<file path="src/rtl/core/mrrs_pkg.sv">
// ----------------------------------------------------------------------------
// mrrs_pkg: shared types and constants for the relay slave core
// Function codes, register pages, reset values, FSM state and the command and
// status bundles between controller and datapath.
// ----------------------------------------------------------------------------
package mrrs_pkg;

    localparam int NUM_POINTS_DEF = 16;
    localparam int FRAME_BYTES    = 8;
    localparam int CNT_W          = 3;
    localparam int MSG_BYTES      = 6;
    localparam int IDX_W          = 3;

    localparam logic [CNT_W-1:0] POS_FN     = 3'd1;
    localparam logic [CNT_W-1:0] POS_ADDR_H = 3'd2;
    localparam logic [CNT_W-1:0] POS_ADDR_L = 3'd3;
    localparam logic [CNT_W-1:0] POS_VAL_H  = 3'd4;
    localparam logic [CNT_W-1:0] POS_VAL_L  = 3'd5;
    localparam logic [CNT_W-1:0] POS_LAST   = CNT_W'(FRAME_BYTES - 1);

    localparam logic [7:0] FN_READ_COILS  = 8'h01;
    localparam logic [7:0] FN_READ_INPUTS = 8'h02;
    localparam logic [7:0] FN_READ_REG    = 8'h03;
    localparam logic [7:0] FN_WRITE_COIL  = 8'h05;
    localparam logic [7:0] FN_WRITE_REG   = 8'h06;

    localparam logic [7:0] PAGE_BAUD    = 8'h20;
    localparam logic [7:0] PAGE_ID      = 8'h40;
    localparam logic [7:0] PAGE_VERSION = 8'h80;
    localparam logic [7:0] REG_BYTES    = 8'h02;

    localparam logic [7:0]  FW_VERSION_RST = 8'd200;
    localparam logic [7:0]  DEVICE_ID_RST  = 8'd1;
    localparam logic [2:0]  BAUD_RST       = 3'd1;
    localparam logic [15:0] BAUD_MAX       = 16'd7;
    localparam logic [15:0] CRC_INIT       = 16'hFFFF;
    localparam logic [15:0] CRC_POLY       = 16'hA001;

    typedef enum logic [1:0] {
        ST_IDLE,
        ST_DECODE,
        ST_SEND
    } state_t;

    typedef struct packed {
        logic             capture;
        logic [CNT_W-1:0] pos;
        logic             decode;
        logic             load;
    } cmd_t;

    typedef struct packed {
        logic reply;
        logic out_free;
        logic final_byte;
    } status_t;

    // CRC-16/MODBUS, one byte, reflected
    function automatic logic [15:0] crc_byte(input logic [15:0] crc_in,
                                             input logic [7:0] data);
        logic [15:0] c;
        c = crc_in ^ {8'h00, data};
        for (int b = 0; b < 8; b++) begin
            c = c[0] ? ((c >> 1) ^ CRC_POLY) : (c >> 1);
        end
        return c;
    endfunction

endpackage

</file>
<file path="src/rtl/core/mrrs_ctrl.sv">
// ----------------------------------------------------------------------------
// mrrs_ctrl: frame sequencer
// Counts request bytes, triggers decode on the final byte and paces reply
// bytes into the output register.
// ----------------------------------------------------------------------------
module mrrs_ctrl (
    input  logic             aclk,
    input  logic             aresetn,
    input  logic             s_tvalid,
    output logic             s_tready,
    input  mrrs_pkg::status_t status,
    output mrrs_pkg::cmd_t   cmd
);
    import mrrs_pkg::*;

    state_t           state_reg, state_next;
    logic [CNT_W-1:0] byte_cnt_reg, byte_cnt_next;
    logic             accept;

    assign s_tready = (state_reg == ST_IDLE);
    assign accept   = s_tvalid && s_tready;

    always_ff @(posedge aclk) begin
        if (!aresetn) begin
            state_reg    <= ST_IDLE;
            byte_cnt_reg <= '0;
        end else begin
            state_reg    <= state_next;
            byte_cnt_reg <= byte_cnt_next;
        end
    end

    always_comb begin
        byte_cnt_next = byte_cnt_reg;
        if (accept) begin
            byte_cnt_next = (byte_cnt_reg == POS_LAST) ? '0 : byte_cnt_reg + 1'b1;
        end
    end

    always_comb begin
        state_next = state_reg;
        unique case (state_reg)
            ST_IDLE: begin
                if (accept && byte_cnt_reg == POS_LAST) state_next = ST_DECODE;
            end
            ST_DECODE: begin
                state_next = status.reply ? ST_SEND : ST_IDLE;
            end
            ST_SEND: begin
                if (status.out_free && status.final_byte) state_next = ST_IDLE;
            end
            default: state_next = ST_IDLE;
        endcase
    end

    always_comb begin
        cmd.capture = accept;
        cmd.pos     = byte_cnt_reg;
        cmd.decode  = (state_reg == ST_DECODE);
        cmd.load    = (state_reg == ST_SEND) && status.out_free;
    end

endmodule

</file>
<file path="src/rtl/core/mrrs_datapath.sv">
// ----------------------------------------------------------------------------
// mrrs_datapath: request fields, slave state, reply builder and CRC
// Holds the request fields, coils, relays, id and baud index, builds the reply
// on decode and streams it through a running CRC into the output register.
// ----------------------------------------------------------------------------
module mrrs_datapath #(
    parameter int NUM_POINTS = mrrs_pkg::NUM_POINTS_DEF
) (
    input  logic              aclk,
    input  logic              aresetn,
    input  mrrs_pkg::cmd_t    cmd,
    output mrrs_pkg::status_t status,
    input  logic [7:0]        rx_byte,
    input  logic [15:0]       input_pins,
    input  logic              cfg_valid,
    input  logic              cfg_ready,
    input  logic [7:0]        cfg_data,
    output logic              m_tvalid,
    input  logic              m_tready,
    output logic [7:0]        tx_byte,
    output logic              last_byte,
    output logic [15:0]       relay_drive,
    output logic [2:0]        baud_index
);
    import mrrs_pkg::*;

    localparam logic [15:0] NP = 16'(NUM_POINTS);

    logic [7:0]       fn_reg;
    logic [15:0]      addr_reg, val_reg, pins_reg;
    logic [15:0]      coil_reg, relay_reg;
    logic [7:0]       id_reg, fw_reg;
    logic [2:0]       baud_reg;
    logic [7:0]       msg_reg [MSG_BYTES];
    logic [IDX_W-1:0] len_reg, idx_reg;
    logic [15:0]      crc_reg;
    logic             m_tvalid_reg;
    logic [7:0]       tx_reg;
    logic             last_reg;
    logic [15:0]      relay_out_reg;
    logic [2:0]       baud_out_reg;

    logic [4:0]       n_sat;
    logic [15:0]      pt_bits;
    logic [7:0]       cnt_bytes;
    logic [7:0]       dec_msg [MSG_BYTES];
    logic [IDX_W-1:0] dec_len;
    logic             dec_reply;
    logic             in_map;
    logic             final_byte;
    logic [7:0]       cur_msg;
    logic [7:0]       tx_sel;

    always_ff @(posedge aclk) begin
        if (cmd.capture) begin
            unique case (cmd.pos)
                POS_FN:     fn_reg          <= rx_byte;
                POS_ADDR_H: addr_reg[15:8]  <= rx_byte;
                POS_ADDR_L: addr_reg[7:0]   <= rx_byte;
                POS_VAL_H:  val_reg[15:8]   <= rx_byte;
                POS_VAL_L:  val_reg[7:0]    <= rx_byte;
                POS_LAST:   pins_reg        <= input_pins;
                default: ;
            endcase
        end
    end

    // bit read window
    always_comb begin
        logic [15:0] p;
        n_sat = (val_reg < NP) ? val_reg[4:0] : 5'(NUM_POINTS);
        for (int i = 0; i < 16; i++) begin
            p = addr_reg + 16'(i);
            if (5'(i) >= n_sat) begin
                pt_bits[i] = 1'b0;
            end else if (p < NP) begin
                pt_bits[i] = (fn_reg == FN_READ_COILS) ? coil_reg[p[3:0]] : pins_reg[p[3:0]];
            end else begin
                pt_bits[i] = (fn_reg != FN_READ_COILS);
            end
        end
        cnt_bytes = 8'((6'(n_sat) + 6'd7) >> 3);
    end

    always_comb begin
        for (int k = 0; k < MSG_BYTES; k++) dec_msg[k] = 8'h00;
        dec_len   = '0;
        dec_reply = 1'b1;
        dec_msg[0] = id_reg;
        dec_msg[1] = fn_reg;
        unique case (fn_reg)
            FN_READ_COILS, FN_READ_INPUTS: begin
                dec_msg[2] = cnt_bytes;
                dec_msg[3] = pt_bits[7:0];
                dec_msg[4] = pt_bits[15:8];
                dec_len    = IDX_W'(3) + cnt_bytes[IDX_W-1:0];
            end
            FN_WRITE_COIL, FN_WRITE_REG: begin
                dec_msg[2] = addr_reg[15:8];
                dec_msg[3] = addr_reg[7:0];
                dec_msg[4] = val_reg[15:8];
                dec_msg[5] = val_reg[7:0];
                dec_len    = IDX_W'(6);
            end
            FN_READ_REG: begin
                dec_msg[2] = REG_BYTES;
                if (addr_reg[15:8] == PAGE_VERSION) begin
                    dec_msg[4] = fw_reg;
                end else if (addr_reg[15:8] == PAGE_ID) begin
                    dec_msg[3] = val_reg[15:8];
                    dec_msg[4] = val_reg[7:0];
                end
                dec_len = IDX_W'(5);
            end
            default: dec_reply = 1'b0;
        endcase
    end

    assign in_map = (addr_reg < NP);

    always_ff @(posedge aclk) begin
        if (!aresetn) begin
            coil_reg  <= '0;
            relay_reg <= '0;
            id_reg    <= DEVICE_ID_RST;
            baud_reg  <= BAUD_RST;
            fw_reg    <= FW_VERSION_RST;
        end else begin
            if (cfg_valid && cfg_ready) fw_reg <= cfg_data;
            if (cmd.decode) begin
                if (fn_reg == FN_WRITE_COIL && in_map) begin
                    coil_reg[addr_reg[3:0]]  <= |val_reg[15:8];
                    relay_reg[addr_reg[3:0]] <= val_reg[8];
                end
                if (fn_reg == FN_WRITE_REG) begin
                    if (addr_reg[15:8] == PAGE_BAUD) begin
                        if (val_reg <= BAUD_MAX) baud_reg <= val_reg[2:0];
                    end else if (addr_reg[15:8] == PAGE_ID) begin
                        id_reg <= val_reg[7:0];
                    end
                end
            end
        end
    end

    assign final_byte = (idx_reg == len_reg + 1'b1);
    assign cur_msg    = msg_reg[idx_reg];

    always_comb begin
        if (idx_reg < len_reg) begin
            tx_sel = cur_msg;
        end else if (idx_reg == len_reg) begin
            tx_sel = crc_reg[7:0];
        end else begin
            tx_sel = crc_reg[15:8];
        end
    end

    always_ff @(posedge aclk) begin
        if (cmd.decode) begin
            for (int k = 0; k < MSG_BYTES; k++) msg_reg[k] <= dec_msg[k];
            len_reg <= dec_len;
            idx_reg <= '0;
            crc_reg <= CRC_INIT;
        end else if (cmd.load) begin
            idx_reg <= idx_reg + 1'b1;
            if (idx_reg < len_reg) crc_reg <= crc_byte(crc_reg, cur_msg);
        end
    end

    always_ff @(posedge aclk) begin
        if (!aresetn) begin
            m_tvalid_reg <= 1'b0;
        end else if (cmd.load) begin
            m_tvalid_reg <= 1'b1;
        end else if (m_tready) begin
            m_tvalid_reg <= 1'b0;
        end
    end

    always_ff @(posedge aclk) begin
        if (cmd.load) begin
            tx_reg        <= tx_sel;
            last_reg      <= final_byte;
            relay_out_reg <= relay_reg;
            baud_out_reg  <= baud_reg;
        end
    end

    assign status.reply      = dec_reply;
    assign status.out_free   = !m_tvalid_reg || m_tready;
    assign status.final_byte = final_byte;

    assign m_tvalid    = m_tvalid_reg;
    assign tx_byte     = tx_reg;
    assign last_byte   = last_reg;
    assign relay_drive = relay_out_reg;
    assign baud_index  = baud_out_reg;

endmodule

</file>
<file path="src/rtl/core/modbus_rtu_relay_slave_core.sv">
// ----------------------------------------------------------------------------
// modbus_rtu_relay_slave_core: Modbus RTU relay slave, 16 coils and inputs
// Fixed 8-byte request frames in, CRC-16/MODBUS terminated replies out.
// ----------------------------------------------------------------------------
// Usage:
//   s_* carries one request byte per transfer together with the sampled
//   input pins; the pins of the eighth byte are the ones read.
//   m_* carries one reply byte per transfer; m_tlast marks the final byte.
//   Each reply byte also carries the relay levels and baud index in force
//   after the frame.
//   cfg_* writes the firmware version returned by read register 0x80xx.
// Timing:
//   Bytes 1..7 of a frame are taken while the sequencer is idle. The eighth
//   byte leads to the decode state, then reply bytes leave one per cycle
//   while m_tready allows (running CRC) for 0 to 8 bytes; the next request
//   byte is taken once the final reply byte sits in the output register.
// Reset: coils and relays clear, device id 1, baud index 1, version 200,
//   frame position returns to byte 0.
// A stalled m_tready holds the output register and pauses the reply.
// ----------------------------------------------------------------------------
module modbus_rtu_relay_slave_core #(
    parameter int NUM_POINTS = mrrs_pkg::NUM_POINTS_DEF
) (
    input  logic        aclk,
    input  logic        aresetn,
    input  logic        s_tvalid,
    output logic        s_tready,
    input  logic [23:0] s_tdata,   // rx_byte[7:0], input_pins[23:8]
    output logic        m_tvalid,
    input  logic        m_tready,
    output logic [31:0] m_tdata,   // tx_byte[7:0], relay_drive[23:8], baud_index[26:24], 0
    output logic        m_tlast,
    input  logic        cfg_valid,
    output logic        cfg_ready,
    input  logic [7:0]  cfg_data
);
    import mrrs_pkg::*;

    cmd_t        cmd;
    status_t     status;
    logic [7:0]  tx_byte;
    logic [15:0] relay_drive;
    logic [2:0]  baud_index;

    assign cfg_ready = 1'b1;

    mrrs_ctrl u_ctrl (
        .aclk     (aclk),
        .aresetn  (aresetn),
        .s_tvalid (s_tvalid),
        .s_tready (s_tready),
        .status   (status),
        .cmd      (cmd)
    );

    mrrs_datapath #(
        .NUM_POINTS (NUM_POINTS)
    ) u_datapath (
        .aclk        (aclk),
        .aresetn     (aresetn),
        .cmd         (cmd),
        .status      (status),
        .rx_byte     (s_tdata[7:0]),
        .input_pins  (s_tdata[23:8]),
        .cfg_valid   (cfg_valid),
        .cfg_ready   (cfg_ready),
        .cfg_data    (cfg_data),
        .m_tvalid    (m_tvalid),
        .m_tready    (m_tready),
        .tx_byte     (tx_byte),
        .last_byte   (m_tlast),
        .relay_drive (relay_drive),
        .baud_index  (baud_index)
    );

    assign m_tdata = {5'b00000, baud_index, relay_drive, tx_byte};

endmodule

</file>
<file path="config.mk">
export PLATFORM = sky130hd
export DESIGN_NAME = modbus_rtu_relay_slave_core
export DESIGN_NICKNAME = d
export VERILOG_FILES = /design/src/rtl/core/mrrs_pkg.sv /design/src/rtl/core/mrrs_ctrl.sv /design/src/rtl/core/mrrs_datapath.sv /design/src/rtl/core/modbus_rtu_relay_slave_core.sv
export SDC_FILE = /design/constraint.sdc
export NUM_CORES = 1
export LEC_CHECK = 0
export ABC_AREA = 1
export CELL_PAD_IN_SITES_DETAIL_PLACEMENT = 1
export CELL_PAD_IN_SITES_GLOBAL_PLACEMENT = 1
export CORE_MARGIN = 5
export CORE_UTILIZATION = 40
export DETAILED_ROUTE_END_ITERATION = 8
export DONT_BUFFER_PORTS = 1
export GPL_TIMING_DRIVEN = 0
export PLACE_DENSITY_LB_ADDON = 0.25
export RECOVER_POWER = 100
export SLEW_MARGIN = 30
export SYNTH_ARGS = -nofsm -noshare
export SYNTH_HDL_FRONTEND = slang
export SYNTH_SLANG_ARGS = --single-unit
</file>
<file path="constraint.sdc">
create_clock -name aclk -period 2.95 [get_ports aclk]
set_input_delay 0.59 -clock aclk [delete_from_list [all_inputs] [get_ports aclk]]
set_output_delay 0.59 -clock aclk [all_outputs]
set_load 0.02 [all_outputs]
</file>
After elaboration in Yosys (flattened, before gate mapping)
Memories as Yosys holds them, arrays and structs flattened. A register that Yosys moved wholly into a read port is not among the register bits.
Cells that the tools add are included.
W data, S select, Z words.
- register bits: 163
- bits in writable memories: 48
- output and inout port bits: 36
- memories kept: 1
- memories (name ; words ; width ; rd ports ; clocked after Yosys merged registers in ; wr ports ; RTL line ; RTL):
    u_datapath.msg_reg ; 6 ; 8 ; 1 ; 1 ; 6 ; mrrs_datapath.sv:34 ; logic [7:0] msg_reg [MSG_BYTES];
- add/sub/neg operators: 20
- magnitude comparators: 52
- eq/ne operators: 21
- mux-type cells: 145
- bitwise operators: 10
- reduce and logical (&&, ||, !) cells: 25
- operator list (cell ; number):
    $lt A16 B5 Y1 const B ; 17
    $mux W16 ; 9
    $add A16 B4 Y16 const B ; 8
    $bmux W1 S4 ; 32
    $mux W1 ; 86
    $lt A4 B5 Y1 const B ; 16
    $pmux W24 S3 ; 1
    $add A16 B3 Y16 const B ; 4
    $ge A4 B5 Y1 const A ; 8
    $mux W8 ; 5
    $add A16 B2 Y16 const B ; 2
    $bwmux W16 ; 2
    $not A2 Y3 ; 8
    $ge A3 B5 Y1 const A ; 4
    $reduce_and A2 Y1 ; 9
    $add A16 B1 Y16 const B ; 1
    $eq A8 B2 Y1 const B ; 2
    $eq A8 B3 Y1 const B ; 2
    $le A16 B3 Y1 const B ; 1
    $xor A16 B8 Y16 ; 1
    $ge A1 B5 Y1 const A ; 2
    $ge A2 B5 Y1 const A ; 2
    $add A3 B1 Y3 const B ; 3
    $eq A3 B3 Y1 const B ; 3
    32 further kinds ; 45

Depth between registers and ports, before layout
Gate-level depths: netlist of the first run.
- depth in word-level cells: 17
- depth in mapped cells: 20

Modules after synthesis
From an unflattened synthesis of the first run, not the netlist that was laid out.
- cell total of the unflattened synthesis: 1997
- area total of the unflattened synthesis: 14606.5 µm²
- by module, submodules not included (module ; times used ; cells each ; area an instance (µm²) ; seq. area each (µm²)):
    mrrs_datapath ; 1 ; 1952 ; 14281.2 ; 5535.3
    mrrs_ctrl ; 1 ; 37 ; 272.8 ; 100.1
    modbus_rtu_relay_slave_core ; 1 ; 8 ; 52.6 ; 0.0

Worst setup path before layout of the first run
Ideal clock, no wire load.
- kind: register to register
- start point: register u_ctrl.state_reg[1]
- end point: register u_datapath.relay_reg[11]
- library setup time: 0.086 ns
- data arrival time: 3.028 ns
- data required time: 2.864 ns
- path slack: -0.164 ns
- stages on the path, launching flop included: 9
- clock period less this slack: 3.114 ns
- cells stage by stage: dfxtp_1 > inv_1 > nand2_1 > inv_1 > clkbuf_1 > nand4_1 > nor2_1 > nor2_1 > a211oi_1
- longest elaborated chain between the ends: 2
- RTL lines (item ; RTL line ; RTL):
    start: declaration ; mrrs_ctrl.sv:16 ; state_t state_reg, state_next;
    start signal: assignment ; mrrs_ctrl.sv:28 ; state_reg <= state_next;
    $eq A2 B1 Y1 ; mrrs_ctrl.sv:59 ; cmd.decode = (state_reg == ST_DECODE);
    $reduce_and A2 Y1 (no line) ; -- ;
    end signal: indexed assignment ; mrrs_datapath.sv:133 ; relay_reg[addr_reg[3:0]] <= val_reg[8];
    end: declaration ; mrrs_datapath.sv:31 ; logic [15:0] coil_reg, relay_reg;
Every way passes these cells.
A chain may end at the register's enable or synchronous reset.

==> metrics.md, run 1 <==
| Metric | Value |
|---|---|
| Status | complete, but fails checks |
| Failing checks | negative setup slack |
| Yosys cell types | 53 |
| First-pass GRT wire length | 92500 um |
| TritonCTS clock tree | built |
| Htree depth | 1 |
| Total GRT Usage | 0.306 |
| Share of cells above drive strength 1 | 0.154 |
| Simple-gate share of the synthesized area | 0.270 |
| Dominant cells by area after synthesis | edfxtp_1 (28%), nand2_1 (12%), dfxtp_1 (11%) |
| Initial antenna violation count | 0 |
| Dpl cell area | 0.0150 mm2 |
| Hold-fix buffers at CTS | 0 |
| Sink Count | approximately 210 |
| Ports | 73 |
| Initial Utilization | 0.405 |
| Final period util | 1.03 |
| Mapped Area | approximately 0.014 mm2 |
| Max stage delay on crit path | between 0.4 and 0.5 ns |
| Min Tclk post-route | 3.03 ns |
| Routed WL | 62800 um |
| DRT iter0 DRCs | 1248 |
| Prevailing post-synth register cell | edfxtp_1 |
| EDFF count, synth | 135 |
| Die X | 200 um |
| Routed WL per cell | 24.8 um |
| Worst-Margin Slew | 1.18 ns |
| Startpoint Class | register |
| Max reg flops | between 40 and 50 |
| Post-Syn Instances | 1965 |
| DRC errors left | 0 |
| Compound-Gate Fraction of Synth Area | 0.169 |
| Post-synthesis sequential area ratio | 0.391 |
| Final slew viol count | 0 |
| Slowest library cell on the worst path | edfxtp_1 |
| Clock skew | 0.0153 ns |
| GRT Residual Overflow | 0 |
| Worst min path class | input pin to register |
| CP arrival | 3.43 ns |
| Final Util | 0.483 |
| Die area | 0.0399 mm2 |
| Core area | about 0.036 mm2 |
| Via density | ~6 |
| Pin count of the biggest net entering global routing | 46 |
| Ys async rst share | 0 |
| Nets@finish | 2125 |
| Flops & latches, synth | 214 |
| Crit path required time | 3.35 ns |
| Worst-skew pair later-pin latency | 0.54 ns |
| Final Instance Area | between 0.015 and 0.02 mm2 |
| Setup violations, final | 7 |
| CP Capture Type | register |
| Clock Path Buffers | 3 |
| Adder-Cell Fraction of Synth Area | 0.0278 |
| P&R area growth vs syn | 19.3% |
| CTS clk-pin slew, worst paths | 0.06 ns |
| PwrDens | 428 mW/mm2 |
| Yosys warns | 0 |
| Synth area leader | edfxtp_1 |
| PnR worst setup slack | -0.0791 ns |
| Row count | 69 |
| Most frequent cells after synthesis | nand2_1 (455), o21ai_0 (207), nor2_1 (198) |
| Clk Tree Root Cell | clkbuf_16 |
| TritonRoute pass-1 iters | 5 |
| Final GP Congestion | 1.06 |
| Post-DP HPWL | 47000 um |
| Max Clock Freq | around 330 MHz |
| XOR/XNOR share of the synthesized area | 0.0486 |
| Max-cap check violation count | 0 |
| Crit Path Max Fanout | 12 |
| DRT antenna net count | 0 |
| DIE HEIGHT | 200 um |
| PnR Total Power | about 7.4 mW |
| Via count | 15000 |
| Most common cell in the synthesized netlist | nand2_1 |
| Setup slack, reg-to-reg | -0.08 ns |
| Critical path type | register to register |
| Final hold viol count | 0 |
| Mux share of post-synthesis cell area | 0.00903 |
| Relative slew slack | 0.212 |
| Largest family of logic cells by synthesized area | simple AND/OR/NAND/NOR gates |
| Mean Syn Cell Area | 7.33 um2 |
| CP cell instances | buf_8 > inv_2 > buf_12 > ha_2 > a21oi_4 > buf_12 > nor2_2 > nand2_1 > xor2_1 > nor2_1 > nand3_1 > nor2_2 > nand3_1 > o21ai_2 > nand3_2 > nand2_1 |
| Number of global-route vias before repair | 15000 |
| TritonCTS Buffers | 24 |
| Max rail drop VDD | around 0.53 mV |
| Port buffer count | 0 |
| Leakage power | a little under 7 nW |
| RSZ-0062 raised after global routing | true |
| Share of the synthesized area in the top cell type | 0.281 |
## routing by layer
metal | share of wire | global-route usage | vias to the layer above | wire, um
met5 | 0 | 0 | - | 0
li1 | - | - | 6829 | -
met3 | 0.070 | 0.0465 | 190 | 4430
met4 | 0.048 | 0.126 | 0 | 3030
met1 | 0.43 | 0.419 | 7385 | 27200
met2 | 0.45 | 0.488 | 617 | 28100
## logic make-up (layout without fill, tap and decap cells)
logic type / count (synthesis) / in the layout
xor+xnor: 80 / 80
other cells: 2 / 7
compound gates: 426 / 426
flops: 214 / 214
buf+inv: 298 / 403
simple gates: 900 / 900
mux: 13 / 13
fa+ha+maj: 32 / 32
## repair_timing
item / in CTS / in global routing
buffers inserted: 42 / 18
pin swaps: 23 / 29
setup endpoints to repair: 24 / 22
gates resized for setup: 143 / 97
## cell type report
class                   count  area (um2)
clock buffers              29         649
well taps                 461         577
fillers                  4389       18400
diodes                      1        2.50
flip-flops and latches    214        5640
clock inverters            15         166
inverters                 210         835
plain buffers              88         538
repair buffers             61         508
multi-input cells        1457        8280
## critical path, delay by kind of cell (launching register included)
kind / cells / cell delay, ns
simple gates: 8 / 1.10
compound gates: 2 / 0.26
fa+ha+maj: 1 / 0.30
buf+inv: 4 / 0.61
xor+xnor: 1 / 0.15
flops: 1 / 0.47
## power by group
group	total, mW	internal, mW	leakage (nW)	switching (mW)
combinational	0.964	0.288	4.61	0.676
clock	3.07	1.84	0.405	1.23
sequential	3.32	3.26	1.80	0.0683
total	7.36	5.38	6.82	1.98
## cells in the final DEF (no fill, tap or decap), types with 38 or more instances in the layout
master,count
nand2_1,437
nand4_1,38
edfxtp_1,135
xor2_1,71
a21oi_1,86
nor2_1,173
buf_4,66
nand3_1,130
dfxtp_1,79
o21ai_0,195
inv_1,177
## final timing paths
path / start / to / cells after the start
min: s_tdata[3] / u_datapath.addr_reg[11]$_DFFE_PP_ / 0
max reg2reg: u_datapath.addr_reg[2]$_DFFE_PP_ / u_datapath.msg_reg[3][7]$_SDFFCE_PN0P_ / 16
max: u_datapath.addr_reg[2]$_DFFE_PP_ / u_datapath.msg_reg[3][7]$_SDFFCE_PN0P_ / 16
min reg2reg: u_datapath.relay_reg[12]$_SDFFE_PN0P_ / u_datapath.relay_drive[12]$_DFFE_PP_ / 0
## stage by stage
stage                     instances  hold slack (ns)  TNS (ns)  setup WS, ns
after global placement         2430            0.408    -21.31         -1.63
after detailed placement       2431            0.412    -13.97         -1.62
after global routing           2535            0.122     -1.27        -0.124
after CTS                      2517            0.128   -0.0182       -0.0178
after floorplan                1969            0.402         0         0.128
final                          2536            0.147    -0.262       -0.0791
Note: power is estimated with default switching activity, not from simulation.
==> run 2, diff against run 1 <==
CORE_UTILIZATION = 30   (was 40)
RECOVER_POWER = default   (was 100)
==> run 2 against run 1 <==
  * The run still ends with negative setup slack left
  * Fmax rose by 0.67%
  * Hold slack got worse by 0.0032 ns
  * Power rose by 3.0%
  * Largest power group unchanged
  * Highest routed layer unchanged
==> metrics.md, run 2 (same netlist as run 1, synthesis figures left out) <==
| Metric | Value |
|---|---|
| Worst-Margin Slew | 1.00 ns (-0.177 ns) |
| DRT antenna net count | 0 (unchanged) |
| CP arrival | 3.29 ns (-0.14 ns) |
| Ports | 73 (unchanged) |
| Leakage power | 7.07 nW (+3.7%) |
| Min Tclk post-route | 3.01 ns (-0.0200 ns) |
| Core area | 0.0476 mm2 (+34%) |
| Layout filler cell count | 5808 (+32%) |
| Crit path required time | 3.23 ns (-0.12 ns) |
| Port buffer count | 0 (unchanged) |
| Nets@finish | 2149 (+1.1%) |
| Clk Tree Root Cell | clkbuf_16 |
| Max Clock Freq | 332 MHz (+0.67%) |
| Clock Path Buffers | 3 (unchanged) |
| Critical path type | register to register |
| Pin count of the biggest net entering global routing | 46 (unchanged) |
| First-pass GRT wire length | 97400 um (+5.2%) |
| Routed WL per cell | 24.7 um (-0.38%) |
| PnR Total Power | 7.57 mW (+3.0%) |
| Final period util | 1.02 (-0.00679) |
| Htree depth | 1 (unchanged) |
| Setup slack, reg-to-reg | -0.06 ns (+0.02 ns) |
| Routed WL | 67000 um (+6.6%) |
| Via density | 5.56 (-6.2%) |
| DRT iter0 DRCs | 1309 (+4.9%) |
| CTS clk-pin slew, worst paths | 0.07 ns (about the same) |
| Clock skew | 0.0110 ns (-0.00428 ns) |
| Post-DP HPWL | 49500 um (+5.4%) |
| Final hold viol count | 0 (unchanged) |
| Die X | 229 um (+15%) |
| DRC errors left | 0 (unchanged) |
| Initial antenna violation count | 0 (unchanged) |
| Number of global-route vias before repair | 15000 (-0.19%) |
| CP Capture Type | register |
| Max reg flops | 48 (unchanged) |
| Total GRT Usage | 0.242 (-0.0644) |
| PwrDens | 425 mW/mm2 (-0.74%) |
| Share of cells above drive strength 1 | 0.173 (+0.0186) |
| Startpoint Class | register |
| Max-cap check violation count | 0 (unchanged) |
| RSZ-0062 raised after global routing | true |
| Commonest non-fill, non-tap cell in the layout | nand2_1 |
| Relative slew slack | 0.328 (+0.116) |
| Hold-fix buffers at CTS | 0 (unchanged) |
| Crit Path Max Fanout | 6 (-6) |
| Commonest non-fill, non-tap cells in the layout | nand2_1 (437), o21ai_0 (185), inv_1 (171), nor2_1 (171), edfxtp_1 (135) |
| Final TNS setup | -0.116 ns (+0.145 ns) |
| P&R area growth vs syn | 23.8% |
| N_diodes | 0 (-1) |
| Via count | 15100 (+0.37%) |
| Die area | 0.0525 mm2 (+32%) |
| Max rail drop VDD | 0.395 mV (-26%) |
| Failing checks | negative setup slack |
| Status | complete, but fails checks |
| Worst min path class | input pin to register |
| TritonRoute pass-1 iters | 7 (+2) |
| GRT Residual Overflow | 0 (unchanged) |
| Initial Utilization | 0.302 (-0.103) |
| DIE HEIGHT | 229 um (+15%) |
| Multi-input logic area | 0.00836 mm2 (+0.91%) |
| PnR worst setup slack | -0.0591 ns (+0.0200 ns) |
| Setup violations, final | 3 (-4) |
| Final GP Congestion | 1.01 (-4.7%) |
| Sink Count | 214 (unchanged) |
| Sequential Area | 0.00564 mm2 (unchanged) |
| TritonCTS clock tree | built |
| Worst-skew pair later-pin latency | 0.54 ns (about the same) |
| Row count | 80 (+16%) |
| TritonCTS Buffers | 25 (+4.2%) |
| Final slew viol count | 0 (unchanged) |
| Dpl ws | -1.79 ns (-0.168 ns) |
## run 2: cell type report
class / count / area share
multi-input combinational: 1457 / 0.469
sequential: 214 / 0.316
inverter: 210 / 0.0471
timing repair buffer: 84 / 0.0455
tap: 615 / 0.0431
clock buffer: 32 / 0.0371
buffer: 88 / 0.0322
clock inverter: 14 / 0.0104
## run 2: timing repair
item                                    CTS  global route
endpoints found under the setup margin   26            25
buffers inserted                         50            29
cloned                                    1             1
gates resized for setup                 180           103
pin swaps                                29            41
## run 2: routing by layer
metal  up-vias  share of wire  GRT usage
li1       6876              -          -
met1      7447           0.43      0.326
met2       595           0.47      0.402
met3       159          0.063     0.0285
met4         0          0.040     0.0881
met5         -              0          0
## run 2: final timing paths
| path | startpoint | endpoint | cells after the start |
|---|---|---|---|
| worst max-delay path | u_datapath.addr_reg[3]$_DFFE_PP_ | u_datapath.msg_reg[4][5]$_SDFFCE_PN0P_ | 17 |
| worst min-delay path | s_tdata[17] | u_datapath.pins_reg[9]$_DFFE_PP_ | 0 |
| worst min register to register | u_datapath.relay_reg[10]$_SDFFE_PN0P_ | u_datapath.relay_drive[10]$_DFFE_PP_ | 0 |
| worst max register to register | u_datapath.addr_reg[3]$_DFFE_PP_ | u_datapath.msg_reg[4][5]$_SDFFCE_PN0P_ | 17 |
## run 2: critical path, stage by stage (launching register included)
cell and delay [ns]:
edfxtp_1 0.47, buf_6 0.17, clkinvlp_4 0.09, buf_12 0.13, ha_4 0.18, clkinvlp_4 0.18
buf_4 0.19, o21ai_4 0.18, nand2_2 0.08, buf_4 0.15, o21ai_0 0.14, nand2_1 0.11
nor3_4 0.26, nand3_2 0.12, nand2_2 0.08, inv_1 0.03, nand2_1 0.09, nand2_2 0.08
## run 2: where the power goes
part	total, mW	leakage, nW	switching (mW)	internal [mW]
Sequential	3.32	1.80	0.0655	3.25
Combinational	0.985	4.84	0.685	0.300
Clock	3.27	0.422	1.32	1.95
Total	7.57	7.07	2.07	5.51
## run 2: stage by stage
step / cell area [um2] / instances / util / hold WS (ns)
after floorplan: 14400 / 1969 / - / 0.402
after global placement: 15200 / 2584 / 0.319 / 0.412
after detailed placement: 15300 / 2587 / 0.320 / 0.416
after CTS: 17200 / 2684 / 0.362 / 0.117
after global routing: 17800 / 2714 / 0.374 / 0.119
final: 17800 / 2714 / 0.374 / 0.144
